## src/rtl/mmrs_pkg.sv

```systemverilog
package mmrs_pkg;

   localparam int MAX_RANGES_DEFAULT = 4096;
   localparam int MAX_RESULTS        = 5;
   localparam int PAGE_SHIFT         = 12;
   localparam int RANGE_COUNT_W      = 13;
   localparam int QUEUE_DEPTH        = 2;

   localparam logic [12:0] RANGE_CAPACITY_RESET = 13'd4096;

   // entry kinds
   localparam logic [15:0] KIND_MEMORY   = 16'd0;
   localparam logic [15:0] KIND_RESERVED = 16'd1;

   // result status codes
   localparam logic [1:0] ST_RANGE   = 2'd0;
   localparam logic [1:0] ST_END     = 2'd1;
   localparam logic [1:0] ST_ERROR   = 2'd2;
   localparam logic [1:0] ST_STOPPED = 2'd3;

   // register indexes
   localparam logic [1:0] CSR_CONTEXT_PAGE  = 2'd0;
   localparam logic [1:0] CSR_MONITOR_BASE  = 2'd1;
   localparam logic [1:0] CSR_MONITOR_SIZE  = 2'd2;
   localparam logic [1:0] CSR_RANGE_CAP     = 2'd3;

   typedef enum logic [1:0] {
      PH_FRESH,
      PH_RUN,
      PH_STOP
   } phase_type;

   typedef enum logic [1:0] {
      BK_IDLE,
      BK_INIT,
      BK_PASS,
      BK_FIND
   } back_state_type;

   // classified entry as it sits in the queue
   typedef struct packed {
      logic [63:0] start_page;
      logic [63:0] end_page;
      logic        count_zero;
      logic        malformed;
      logic        reserved_kind;
   } item_type;

   typedef struct packed {
      logic [63:0] context_page;
      logic [63:0] monitor_base_bytes;
      logic [63:0] monitor_size_bytes;
      logic [12:0] range_capacity;
   } cfg_type;

endpackage

```

## src/rtl/mmrs_front.sv

```systemverilog
module mmrs_front
   import mmrs_pkg::*;
(
   input  logic        clock,
   input  logic        reset,
   input  logic        req_valid,
   output logic        req_ready,
   input  logic [63:0] req_start_page,
   input  logic [63:0] req_page_total,
   input  logic [15:0] req_entry_kind,
   output logic        q_valid,
   input  logic        q_pop,
   output item_type    q_item
);

   logic [64:0] sum;
   item_type    item;
   item_type    slot_ff [QUEUE_DEPTH];
   logic        wr_ptr_ff, wr_ptr_in;
   logic        rd_ptr_ff, rd_ptr_in;
   logic [1:0]  count_ff, count_in;
   logic        push;

   // classify: end page, wrap and kind checks need only the entry itself
   assign sum = {1'b0, req_start_page} + {1'b0, req_page_total};

   always_comb begin
      item.start_page    = req_start_page;
      item.end_page      = sum[63:0];
      item.count_zero    = (req_page_total == 64'd0);
      item.malformed     = sum[64] ||
                           ((req_entry_kind != KIND_MEMORY) && (req_entry_kind != KIND_RESERVED));
      item.reserved_kind = (req_entry_kind == KIND_RESERVED);
   end

   assign req_ready = (count_ff != 2'(QUEUE_DEPTH));
   assign push      = req_valid && req_ready;
   assign q_valid   = (count_ff != 2'd0);
   assign q_item    = slot_ff[rd_ptr_ff];

   always_comb begin
      wr_ptr_in = wr_ptr_ff ^ push;
      rd_ptr_in = rd_ptr_ff ^ q_pop;
      count_in  = count_ff + 2'(push) - 2'(q_pop);
   end

   always_ff @(posedge clock) begin
      if (push) begin
         slot_ff[wr_ptr_ff] <= item;
      end
   end

   always_ff @(posedge clock) begin
      if (reset) begin
         wr_ptr_ff <= 1'b0;
         rd_ptr_ff <= 1'b0;
         count_ff  <= 2'd0;
      end else begin
         wr_ptr_ff <= wr_ptr_in;
         rd_ptr_ff <= rd_ptr_in;
         count_ff  <= count_in;
      end
   end

endmodule

```

## src/rtl/mmrs_back.sv

```systemverilog
module mmrs_back
   import mmrs_pkg::*;
#(
   parameter int MAX_RANGES = MAX_RANGES_DEFAULT
) (
   input  logic        clock,
   input  logic        reset,
   input  cfg_type     cfg,
   input  logic        q_valid,
   input  item_type    q_item,
   output logic        q_pop,
   output logic        rsp_valid,
   input  logic        rsp_ready,
   output logic [63:0] rsp_base_address,
   output logic [63:0] rsp_length_bytes,
   output logic        rsp_is_reserved,
   output logic [1:0]  rsp_status,
   output logic [12:0] rsp_ranges_emitted,
   output logic        rsp_last
);

   localparam int CW   = $clog2(MAX_RANGES + 1);
   localparam int CAPW = (CW > RANGE_COUNT_W) ? CW : RANGE_COUNT_W;

   back_state_type state_ff, state_in;
   phase_type      phase_ff, phase_in;
   logic [63:0]    prev_end_ff, prev_end_in;
   logic [63:0]    hole_base_ff, hole_base_in;
   logic [63:0]    hole_end_ff, hole_end_in;
   logic [CW-1:0]  emitted_ff, emitted_in, emitted_inc;
   logic [63:0]    base_ff, base_in;
   logic [63:0]    end_ff, end_in;
   logic [2:0]     nres_ff, nres_in;
   logic           found_ff, found_in;

   logic           rsp_valid_ff, rsp_valid_in;
   logic [63:0]    rsp_base_ff, rsp_base_in;
   logic [63:0]    rsp_len_ff, rsp_len_in;
   logic           rsp_resv_ff, rsp_resv_in;
   logic [1:0]     rsp_status_ff, rsp_status_in;
   logic [12:0]    rsp_count_ff, rsp_count_in;
   logic           rsp_last_ff, rsp_last_in;

   logic [64:0]    mon_sum;
   logic           mon_wrap, mon_present;
   logic [63:0]    mon_base_pg, mon_end_pg, ctx_end;
   logic [CAPW-1:0] cap_cfg, cap_max, cap;
   logic           cap_hit, cap_next_hit;
   logic           out_free, bad;

   logic           need_find, overlap, below_hole, inside_end;
   logic [63:0]    sel_hi, pass_len, pass_next_base, pass_prev;
   logic           pass_resv, pass_done, pass_last;

   logic           ctx_hit, mon_hit;
   logic [63:0]    find_base, find_end;

   // shared derived values
   assign mon_sum     = {1'b0, cfg.monitor_base_bytes} + {1'b0, cfg.monitor_size_bytes};
   assign mon_wrap    = mon_sum[64];
   assign mon_present = (cfg.monitor_size_bytes[63:PAGE_SHIFT] != '0);
   assign mon_base_pg = {{PAGE_SHIFT{1'b0}}, cfg.monitor_base_bytes[63:PAGE_SHIFT]};
   assign mon_end_pg  = {{PAGE_SHIFT{1'b0}}, mon_sum[63:PAGE_SHIFT]};
   assign ctx_end     = cfg.context_page + 64'd1;

   assign cap_cfg      = CAPW'(cfg.range_capacity);
   assign cap_max      = CAPW'(MAX_RANGES);
   assign cap          = (cap_cfg < cap_max) ? cap_cfg : cap_max;
   assign emitted_inc  = emitted_ff + CW'(1);
   assign cap_hit      = (CAPW'(emitted_ff) >= cap);
   assign cap_next_hit = (CAPW'(emitted_inc) >= cap);

   assign out_free = !rsp_valid_ff || rsp_ready;
   assign bad      = q_item.malformed || (q_item.start_page < prev_end_ff);

   // one split pass over the pending remainder
   assign need_find  = !found_ff && (base_ff >= hole_end_ff);
   assign overlap    = (base_ff < hole_end_ff) && (end_ff > hole_base_ff);
   assign below_hole = (base_ff < hole_base_ff);
   assign inside_end = (end_ff <= hole_end_ff);

   always_comb begin
      sel_hi         = end_ff;
      pass_resv      = 1'b0;
      pass_done      = 1'b1;
      pass_next_base = base_ff;
      pass_prev      = end_ff;
      if (overlap) begin
         priority if (below_hole) begin
            sel_hi         = hole_base_ff;
            pass_done      = 1'b0;
            pass_next_base = hole_base_ff;
            pass_prev      = base_ff;
         end else if (inside_end) begin
            pass_resv = 1'b1;
         end else begin
            sel_hi         = hole_end_ff;
            pass_resv      = 1'b1;
            pass_done      = 1'b0;
            pass_next_base = hole_end_ff;
            pass_prev      = hole_end_ff;
         end
      end
   end

   assign pass_len  = sel_hi - base_ff;
   assign pass_last = pass_done || (nres_ff == 3'(MAX_RESULTS - 1)) || cap_next_hit;

   // nearest hole at or after the pending page
   assign ctx_hit   = (base_ff <= cfg.context_page);
   assign mon_hit   = mon_present && (base_ff < mon_end_pg) &&
                      (mon_base_pg < (ctx_hit ? cfg.context_page : '1));
   assign find_base = mon_hit ? mon_base_pg : (ctx_hit ? cfg.context_page : '1);
   assign find_end  = mon_hit ? mon_end_pg : (ctx_hit ? ctx_end : 64'd0);

   // next state
   always_comb begin
      state_in = state_ff;
      unique case (state_ff)
         BK_IDLE: begin
            if (q_valid) begin
               if (phase_ff == PH_FRESH) begin
                  state_in = BK_INIT;
               end else if (phase_ff == PH_RUN && !cap_hit && !q_item.count_zero && !bad &&
                            !q_item.reserved_kind) begin
                  state_in = BK_PASS;
               end
            end
         end
         BK_INIT: begin
            if (!mon_wrap || out_free) begin
               state_in = BK_IDLE;
            end
         end
         BK_PASS: begin
            if (need_find) begin
               state_in = BK_FIND;
            end else if (out_free && pass_last) begin
               state_in = BK_IDLE;
            end
         end
         BK_FIND: begin
            state_in = BK_PASS;
         end
         default: state_in = BK_IDLE;
      endcase
   end

   // datapath and result register
   always_comb begin
      phase_in      = phase_ff;
      prev_end_in   = prev_end_ff;
      hole_base_in  = hole_base_ff;
      hole_end_in   = hole_end_ff;
      emitted_in    = emitted_ff;
      base_in       = base_ff;
      end_in        = end_ff;
      nres_in       = nres_ff;
      found_in      = found_ff;
      q_pop         = 1'b0;

      rsp_valid_in  = rsp_valid_ff && !rsp_ready;
      rsp_base_in   = rsp_base_ff;
      rsp_len_in    = rsp_len_ff;
      rsp_resv_in   = rsp_resv_ff;
      rsp_status_in = rsp_status_ff;
      rsp_count_in  = rsp_count_ff;
      rsp_last_in   = rsp_last_ff;

      unique case (state_ff)
         BK_IDLE: begin
            if (q_valid) begin
               unique case (phase_ff)
                  PH_STOP: begin
                     if (out_free) begin
                        q_pop         = 1'b1;
                        rsp_valid_in  = 1'b1;
                        rsp_base_in   = '0;
                        rsp_len_in    = '0;
                        rsp_resv_in   = 1'b0;
                        rsp_status_in = ST_STOPPED;
                        rsp_count_in  = 13'(emitted_ff);
                        rsp_last_in   = 1'b1;
                     end
                  end
                  PH_RUN: begin
                     priority if (cap_hit || q_item.count_zero || bad) begin
                        if (out_free) begin
                           q_pop         = 1'b1;
                           phase_in      = PH_STOP;
                           rsp_valid_in  = 1'b1;
                           rsp_base_in   = '0;
                           rsp_len_in    = '0;
                           rsp_resv_in   = 1'b0;
                           rsp_status_in = (cap_hit || q_item.count_zero) ? ST_END : ST_ERROR;
                           rsp_count_in  = 13'(emitted_ff);
                           rsp_last_in   = 1'b1;
                        end
                     end else if (q_item.reserved_kind) begin
                        // platform-reserved entries pass through whole
                        if (out_free) begin
                           q_pop         = 1'b1;
                           prev_end_in   = q_item.end_page;
                           emitted_in    = emitted_inc;
                           rsp_valid_in  = 1'b1;
                           rsp_base_in   = {q_item.start_page[63-PAGE_SHIFT:0],
                                            {PAGE_SHIFT{1'b0}}};
                           rsp_len_in    = q_item.end_page - q_item.start_page;
                           rsp_len_in    = {rsp_len_in[63-PAGE_SHIFT:0], {PAGE_SHIFT{1'b0}}};
                           rsp_resv_in   = 1'b1;
                           rsp_status_in = ST_RANGE;
                           rsp_count_in  = 13'(emitted_inc);
                           rsp_last_in   = 1'b1;
                        end
                     end else begin
                        q_pop    = 1'b1;
                        base_in  = q_item.start_page;
                        end_in   = q_item.end_page;
                        nres_in  = 3'd0;
                        found_in = 1'b0;
                     end
                  end
                  default: ;
               endcase
            end
         end
         BK_INIT: begin
            if (mon_wrap) begin
               if (out_free) begin
                  q_pop         = 1'b1;
                  phase_in      = PH_STOP;
                  rsp_valid_in  = 1'b1;
                  rsp_base_in   = '0;
                  rsp_len_in    = '0;
                  rsp_resv_in   = 1'b0;
                  rsp_status_in = ST_ERROR;
                  rsp_count_in  = 13'(emitted_ff);
                  rsp_last_in   = 1'b1;
               end
            end else begin
               if (mon_present && (mon_base_pg < cfg.context_page)) begin
                  hole_base_in = mon_base_pg;
                  hole_end_in  = mon_end_pg;
               end else begin
                  hole_base_in = cfg.context_page;
                  hole_end_in  = ctx_end;
               end
               prev_end_in = '0;
               emitted_in  = '0;
               phase_in    = PH_RUN;
            end
         end
         BK_PASS: begin
            if (!need_find && out_free) begin
               emitted_in    = emitted_inc;
               nres_in       = nres_ff + 3'd1;
               found_in      = 1'b0;
               base_in       = pass_next_base;
               prev_end_in   = pass_prev;
               rsp_valid_in  = 1'b1;
               rsp_base_in   = {base_ff[63-PAGE_SHIFT:0], {PAGE_SHIFT{1'b0}}};
               rsp_len_in    = {pass_len[63-PAGE_SHIFT:0], {PAGE_SHIFT{1'b0}}};
               rsp_resv_in   = pass_resv;
               rsp_status_in = ST_RANGE;
               rsp_count_in  = 13'(emitted_inc);
               rsp_last_in   = pass_last;
            end
         end
         BK_FIND: begin
            hole_base_in = find_base;
            hole_end_in  = find_end;
            found_in     = 1'b1;
         end
         default: ;
      endcase
   end

   always_ff @(posedge clock) begin
      hole_base_ff  <= hole_base_in;
      hole_end_ff   <= hole_end_in;
      base_ff       <= base_in;
      end_ff        <= end_in;
      nres_ff       <= nres_in;
      found_ff      <= found_in;
      rsp_base_ff   <= rsp_base_in;
      rsp_len_ff    <= rsp_len_in;
      rsp_resv_ff   <= rsp_resv_in;
      rsp_status_ff <= rsp_status_in;
      rsp_count_ff  <= rsp_count_in;
      rsp_last_ff   <= rsp_last_in;
   end

   always_ff @(posedge clock) begin
      if (reset) begin
         state_ff     <= BK_IDLE;
         phase_ff     <= PH_FRESH;
         prev_end_ff  <= '0;
         emitted_ff   <= '0;
         rsp_valid_ff <= 1'b0;
      end else begin
         state_ff     <= state_in;
         phase_ff     <= phase_in;
         prev_end_ff  <= prev_end_in;
         emitted_ff   <= emitted_in;
         rsp_valid_ff <= rsp_valid_in;
      end
   end

   assign rsp_valid          = rsp_valid_ff;
   assign rsp_base_address   = rsp_base_ff;
   assign rsp_length_bytes   = rsp_len_ff;
   assign rsp_is_reserved    = rsp_resv_ff;
   assign rsp_status         = rsp_status_ff;
   assign rsp_ranges_emitted = rsp_count_ff;
   assign rsp_last           = rsp_last_ff;

endmodule

```

## src/rtl/memory_map_reserved_splitter_top.sv

```systemverilog
// Channel   Direction  Handshake            Beat
// req_      in         req_valid/req_ready  one map entry (start page, page count, kind)
// rsp_      out        rsp_valid/rsp_ready  one range or one status, rsp_last ends an entry
// csr_      in         csr_write_en         one register write, no wait, no read-back
//
// An entry is taken into a two-deep queue whenever the queue has room. A status beat or a
// platform-reserved entry leaves the back end as it is dispatched; a free-memory entry
// is split one range per pass, with a lookup step each time it has to find the next
// reserved hole, and gives at most five ranges. The very first entry after reset first
// goes through a set-up step for the holes.
// Reset is synchronous and clears the queue, the run phase and the result valid bit.
// A stalled result beat holds in the output register while the queue keeps filling.
module memory_map_reserved_splitter_top
   import mmrs_pkg::*;
#(
   parameter int MAX_RANGES = MAX_RANGES_DEFAULT
) (
   input  logic        clock,
   input  logic        reset,
   // input entries
   input  logic        req_valid,
   output logic        req_ready,
   input  logic [63:0] req_start_page,
   input  logic [63:0] req_page_total,
   input  logic [15:0] req_entry_kind,
   // result ranges
   output logic        rsp_valid,
   input  logic        rsp_ready,
   output logic [63:0] rsp_base_address,
   output logic [63:0] rsp_length_bytes,
   output logic        rsp_is_reserved,
   output logic [1:0]  rsp_status,
   output logic [12:0] rsp_ranges_emitted,
   output logic        rsp_last,
   // register writes
   input  logic        csr_write_en,
   input  logic [1:0]  csr_index,
   input  logic [63:0] csr_wdata
);

   cfg_type  cfg_ff, cfg_in;
   logic     q_valid, q_pop;
   item_type q_item;

   // register file: hold values until written
   always_comb begin
      cfg_in = cfg_ff;
      if (csr_write_en) begin
         unique case (csr_index)
            CSR_CONTEXT_PAGE: cfg_in.context_page       = csr_wdata;
            CSR_MONITOR_BASE: cfg_in.monitor_base_bytes = csr_wdata;
            CSR_MONITOR_SIZE: cfg_in.monitor_size_bytes = csr_wdata;
            CSR_RANGE_CAP:    cfg_in.range_capacity     = csr_wdata[12:0];
            default:          cfg_in = cfg_ff;
         endcase
      end
   end

   always_ff @(posedge clock) begin
      if (reset) begin
         cfg_ff.context_page       <= '0;
         cfg_ff.monitor_base_bytes <= '0;
         cfg_ff.monitor_size_bytes <= '0;
         cfg_ff.range_capacity     <= RANGE_CAPACITY_RESET;
      end else begin
         cfg_ff <= cfg_in;
      end
   end

   // front: classify entries and queue them
   mmrs_front u_front (
      .clock          (clock),
      .reset          (reset),
      .req_valid      (req_valid),
      .req_ready      (req_ready),
      .req_start_page (req_start_page),
      .req_page_total (req_page_total),
      .req_entry_kind (req_entry_kind),
      .q_valid        (q_valid),
      .q_pop          (q_pop),
      .q_item         (q_item)
   );

   // back: split around holes, track order and capacity, drive results
   mmrs_back #(
      .MAX_RANGES (MAX_RANGES)
   ) u_back (
      .clock              (clock),
      .reset              (reset),
      .cfg                (cfg_ff),
      .q_valid            (q_valid),
      .q_item             (q_item),
      .q_pop              (q_pop),
      .rsp_valid          (rsp_valid),
      .rsp_ready          (rsp_ready),
      .rsp_base_address   (rsp_base_address),
      .rsp_length_bytes   (rsp_length_bytes),
      .rsp_is_reserved    (rsp_is_reserved),
      .rsp_status         (rsp_status),
      .rsp_ranges_emitted (rsp_ranges_emitted),
      .rsp_last           (rsp_last)
   );

endmodule

```

## config.mk

```make
export PLATFORM = sky130hd
export DESIGN_NAME = memory_map_reserved_splitter_top
export DESIGN_NICKNAME = d
export VERILOG_FILES = /design/src/rtl/mmrs_pkg.sv /design/src/rtl/mmrs_front.sv /design/src/rtl/mmrs_back.sv /design/src/rtl/memory_map_reserved_splitter_top.sv
export SDC_FILE = /design/constraint.sdc
export NUM_CORES = 2
export LEC_CHECK = 0
export ABC_AREA = 1
export BUFFER_PORTS_ARGS = -buffer_cell sky130_fd_sc_hd__buf_2
export CORE_ASPECT_RATIO = 0.6
export CORE_MARGIN = 2
export CORE_UTILIZATION = 50
export DETAILED_ROUTE_END_ITERATION = 12
export PLACE_DENSITY = 0.67
export SETUP_SLACK_MARGIN = 0.3
export SYNTH_ARGS = -nofsm -noshare
export SYNTH_HDL_FRONTEND = slang
export SYNTH_HIERARCHICAL = 1
export SYNTH_SLANG_ARGS = --single-unit
```

## constraint.sdc

```tcl
create_clock -name clock -period 13.11 [get_ports clock]
set_input_delay 1.311 -clock clock [delete_from_list [all_inputs] [get_ports clock]]
set_output_delay 1.311 -clock clock [all_outputs]
set_load 0.02 [all_outputs]
```

==> flow_metrics.tcl <==
set metrics [dict create \
    final_layout_size_suffix_gt1_frac 0.08327 \
    clockPowerShare 0.209 \
    synth_cell_types 71 \
    fin_ws_ns 4.283 \
    gp_congestion 1.049 \
    post_dp_cell_area_um2 80240 \
    grt.overflow.total 0 \
    final_cell_mix "2560 x nand2_1, 1382 x inv_1, 1009 x nor2_1" \
    stdcell_area_um2 83850 \
    grt-busiest-layer "met1" \
    syn_area_per_cell_um2 7.343 \
    synthArstFlopShare 0 \
    status "completed" \
    io_pins 362 \
    ys.flop_type "edfxtp_1" \
    clkLatencyLatePin_ns 0.77 \
    p_int_mw 8.129 \
    routed_via_density 5.966 \
    powerDensity_nw_per_um2 184.1 \
    critPathMostFrequentCell "nand2_1" \
    critPathMaxStageDelay_ns 0.74 \
    grt_max_degree 92 \
    synthesis.nets 11490 \
    use_met1 0.5698 \
    p_switching_mw 7.308 \
    start_util 0.5033 \
    grt_pass1_vias 68440 \
    netlist_area_um2 76820 \
    peakVddDrop_uv 177.9 \
    ys_seq_area_frac 0.3366 \
    p_comb_frac 0.490 \
    cts_sinks 958 \
    dp_hpwl_um 249700 \
    layout_commonest_cell "nand2_1" \
    power.leakage_nw 38.40 \
    critPathSlowestCell "o21ai_1" \
    drt_first_pass_iters 7 \
    finalSetupTns_ns 0 \
    dp_slack_ns 4.715 \
    critPathKind "register to register" \
    synthCells 10460 \
    worstPathRequired_ns 13.60 \
    fill_cells 14760 \
    portBuffers 361 \
    route.detailed.drc 0 \
    setup_viol 0 \
    clock-root-buffer "clkbuf_16" \
    cts-resized-gates 0 \
    stdcell_count 12750 \
    cts_hold_buf 0 \
    p_sw_frac 0.4734 \
    fin_nets 11650 \
    finalHoldViolCount 0 \
    synth_top_area_cell "edfxtp_1" \
    wirelength_um 313800 \
    grt_use_met3 0.1261 \
    numCtsBuffers 102 \
    cts_setup_buffers 0 \
    rows 111 \
    grt_util_all_layers 0.3884 \
    yosysWarningCount 6 \
    fmax_mhz 113.3 \
    clockBufferDepth 3 \
    cap_violations 0 \
    area_growth_pct 9.159 \
    cts_tree "built" \
    synth-edff-count 667 \
    core_um2 152600 \
    synth_area_leaders "edfxtp_1 26%, ha_1 13%, nand2_1 13%" \
    startpoint_type "register" \
    setup.worst_path.end_class "register" \
    yosys.area.top_type_share 0.2607 \
    worstMarginPinSlew_ns 1.388 \
    fin_skew_ns 0.03544 \
    h-tree-depth 3 \
    use_met2 0.5338 \
    avgRoutedWirePerCell_um 24.62 \
    synth-seq-cells 958 \
    dieWidth_um 510.0 \
    timing.final.crit_period_ns 8.827 \
    drtAntennaViolNets 0 \
    vias 76040 \
    antenna_found_initial 9 \
    period_share 0.6733 \
    post-place-cells 12560 \
    pwr-share-seq 0.301 \
    drt_iter0_drc 11090 \
    arrival_ns 9.31 \
    die_h_um 307.6 \
    slew_headroom 0.07032 \
    hold_class "register to register" \
    dieArea_um2 156900 \
    critPathMaxFanout 56 \
    path_clk_slew_ns 0.07 \
    grt_pass1_wl_um 453800 \
    rsz0062_at_grt "false" \
    finalPower_mw 15.44 \
    slew_violations 0 \
]
==> cells in the mapped netlist, types with 20 or more instances <==
| cell | n |
|---|---|
| o21ai_1 | 21 |
| nor2_1 | 1013 |
| mux2_2 | 131 |
| buf_1 | 36 |
| o221ai_1 | 100 |
| edfxtp_1 | 667 |
| a211oi_1 | 28 |
| xor2_1 | 137 |
| a21oi_1 | 959 |
| a31oi_1 | 85 |
| o21a_1 | 32 |
| inv_2 | 22 |
| xnor2_1 | 56 |
| o22ai_1 | 109 |
| buf_4 | 24 |
| nand3b_1 | 57 |
| inv_1 | 1383 |
| buf_2 | 85 |
| clkbuf_1 | 217 |
| o21ai_0 | 470 |
| nand4_1 | 101 |
| dfxtp_1 | 291 |
| o21bai_1 | 20 |
| nor4_1 | 73 |
| nand2_2 | 23 |
| a21o_1 | 22 |
| nor3_1 | 119 |
| nand2_1 | 2564 |
| o211ai_1 | 118 |
| nand3_1 | 467 |
| nor2_2 | 29 |
| ha_1 | 805 |
| a22oi_1 | 21 |
==> critical path, delay by kind of cell (launching register included) <==
family | cells | cell delay (ns)
buf+inv | 8 | 2.27
simple gates | 18 | 2.82
flops | 1 | 0.48
compound gates | 10 | 2.04
fa+ha+maj | 3 | 0.84
==> sequential cells by signal, summed over array words and instances, names as in the netlist, 13 cells and up <==
| name | count |
|---|---|
| cfg_ff | 205 |
| u_back/rsp_ranges_emitted | 13 |
| u_front/slot_ff | 262 |
| u_back/end_ff | 64 |
| u_back/hole_base_ff | 64 |
| u_back/rsp_base_address | 64 |
| u_back/prev_end_ff | 64 |
| u_back/base_ff | 64 |
| u_back/emitted_ff | 13 |
| u_back/hole_end_ff | 64 |
| u_back/rsp_length_bytes | 64 |
==> power groups by stage <==
| stage | Clock (mW) | Sequential [mW] | Combinational [mW] |
|---|---|---|---|
| 6_report | 3.23 | 4.65 | 7.56 |
| 5_1_grt | 3.37 | 4.71 | 8.22 |
| 4_1_cts | 3.26 | 4.64 | 7.33 |
| 3_5_place_dp | 0 | 4.70 | 7.29 |
| 3_3_place_gp | 0 | 4.68 | 7.19 |
| 2_1_floorplan | 0 | 4.86 | 4.56 |
==> stage by stage <==
step	utilization	hold slack, ns
after floorplan	-	0.4440
after global placement	0.5257	0.4712
after detailed placement	0.5257	0.4797
after CTS	0.5493	0.4888
after global routing	0.5494	0.5106
final	0.5494	0.4920
==> final cells by class <==
class,count,area (um^2),share of cell area
multi-input combinational,7702,44070,0.5256
clock inverter,51,683.2,0.008147
timing repair buffer,442,2417,0.02883
inverter,1422,5349,0.06379
sequential,958,25860,0.3084
tap,2034,2545,0.03035
clock buffer,137,2924,0.03487
antenna,1,2.502,0.00002984
==> path summary, 6_finish.rpt <==
path / from / end / slack, ns / cells past startpoint
worst max-delay path: u_back/base_ff[63]$_DFFE_PP_ / u_back/rsp_length_bytes[62]$_DFFE_PP_ / 4.28 / 39
worst min register to register: u_back/emitted_ff[7]$_SDFFE_PP0P_ / u_back/emitted_ff[7]$_SDFFE_PP0P_ / 0.49 / 2
worst max register to register: u_back/base_ff[63]$_DFFE_PP_ / u_back/rsp_length_bytes[62]$_DFFE_PP_ / 4.28 / 39
worst min-delay path: u_back/emitted_ff[7]$_SDFFE_PP0P_ / u_back/emitted_ff[7]$_SDFFE_PP0P_ / 0.49 / 2
==> kinds of logic after synthesis <==
logic type	Yosys count	synth area share
xor gates and xnor gates	193	0.02201
muxes	133	0.01946
buffers and inverters	1802	0.09237
DFF	958	0.3366
adders and majority gates	808	0.1319
AOI/OAI and AO/OA	2057	0.1533
and+or+nand+nor	4511	0.2444
==> routing by layer <==
layer	vias to the layer above	part of all wire	wire [um]
li1	35700	-	-
met1	35620	0.44	137700
met2	4212	0.39	123200
met3	500	0.13	42150
met4	10	0.033	10360
met5	-	0.0011	352
Note: power is estimated with default switching activity, not from simulation.
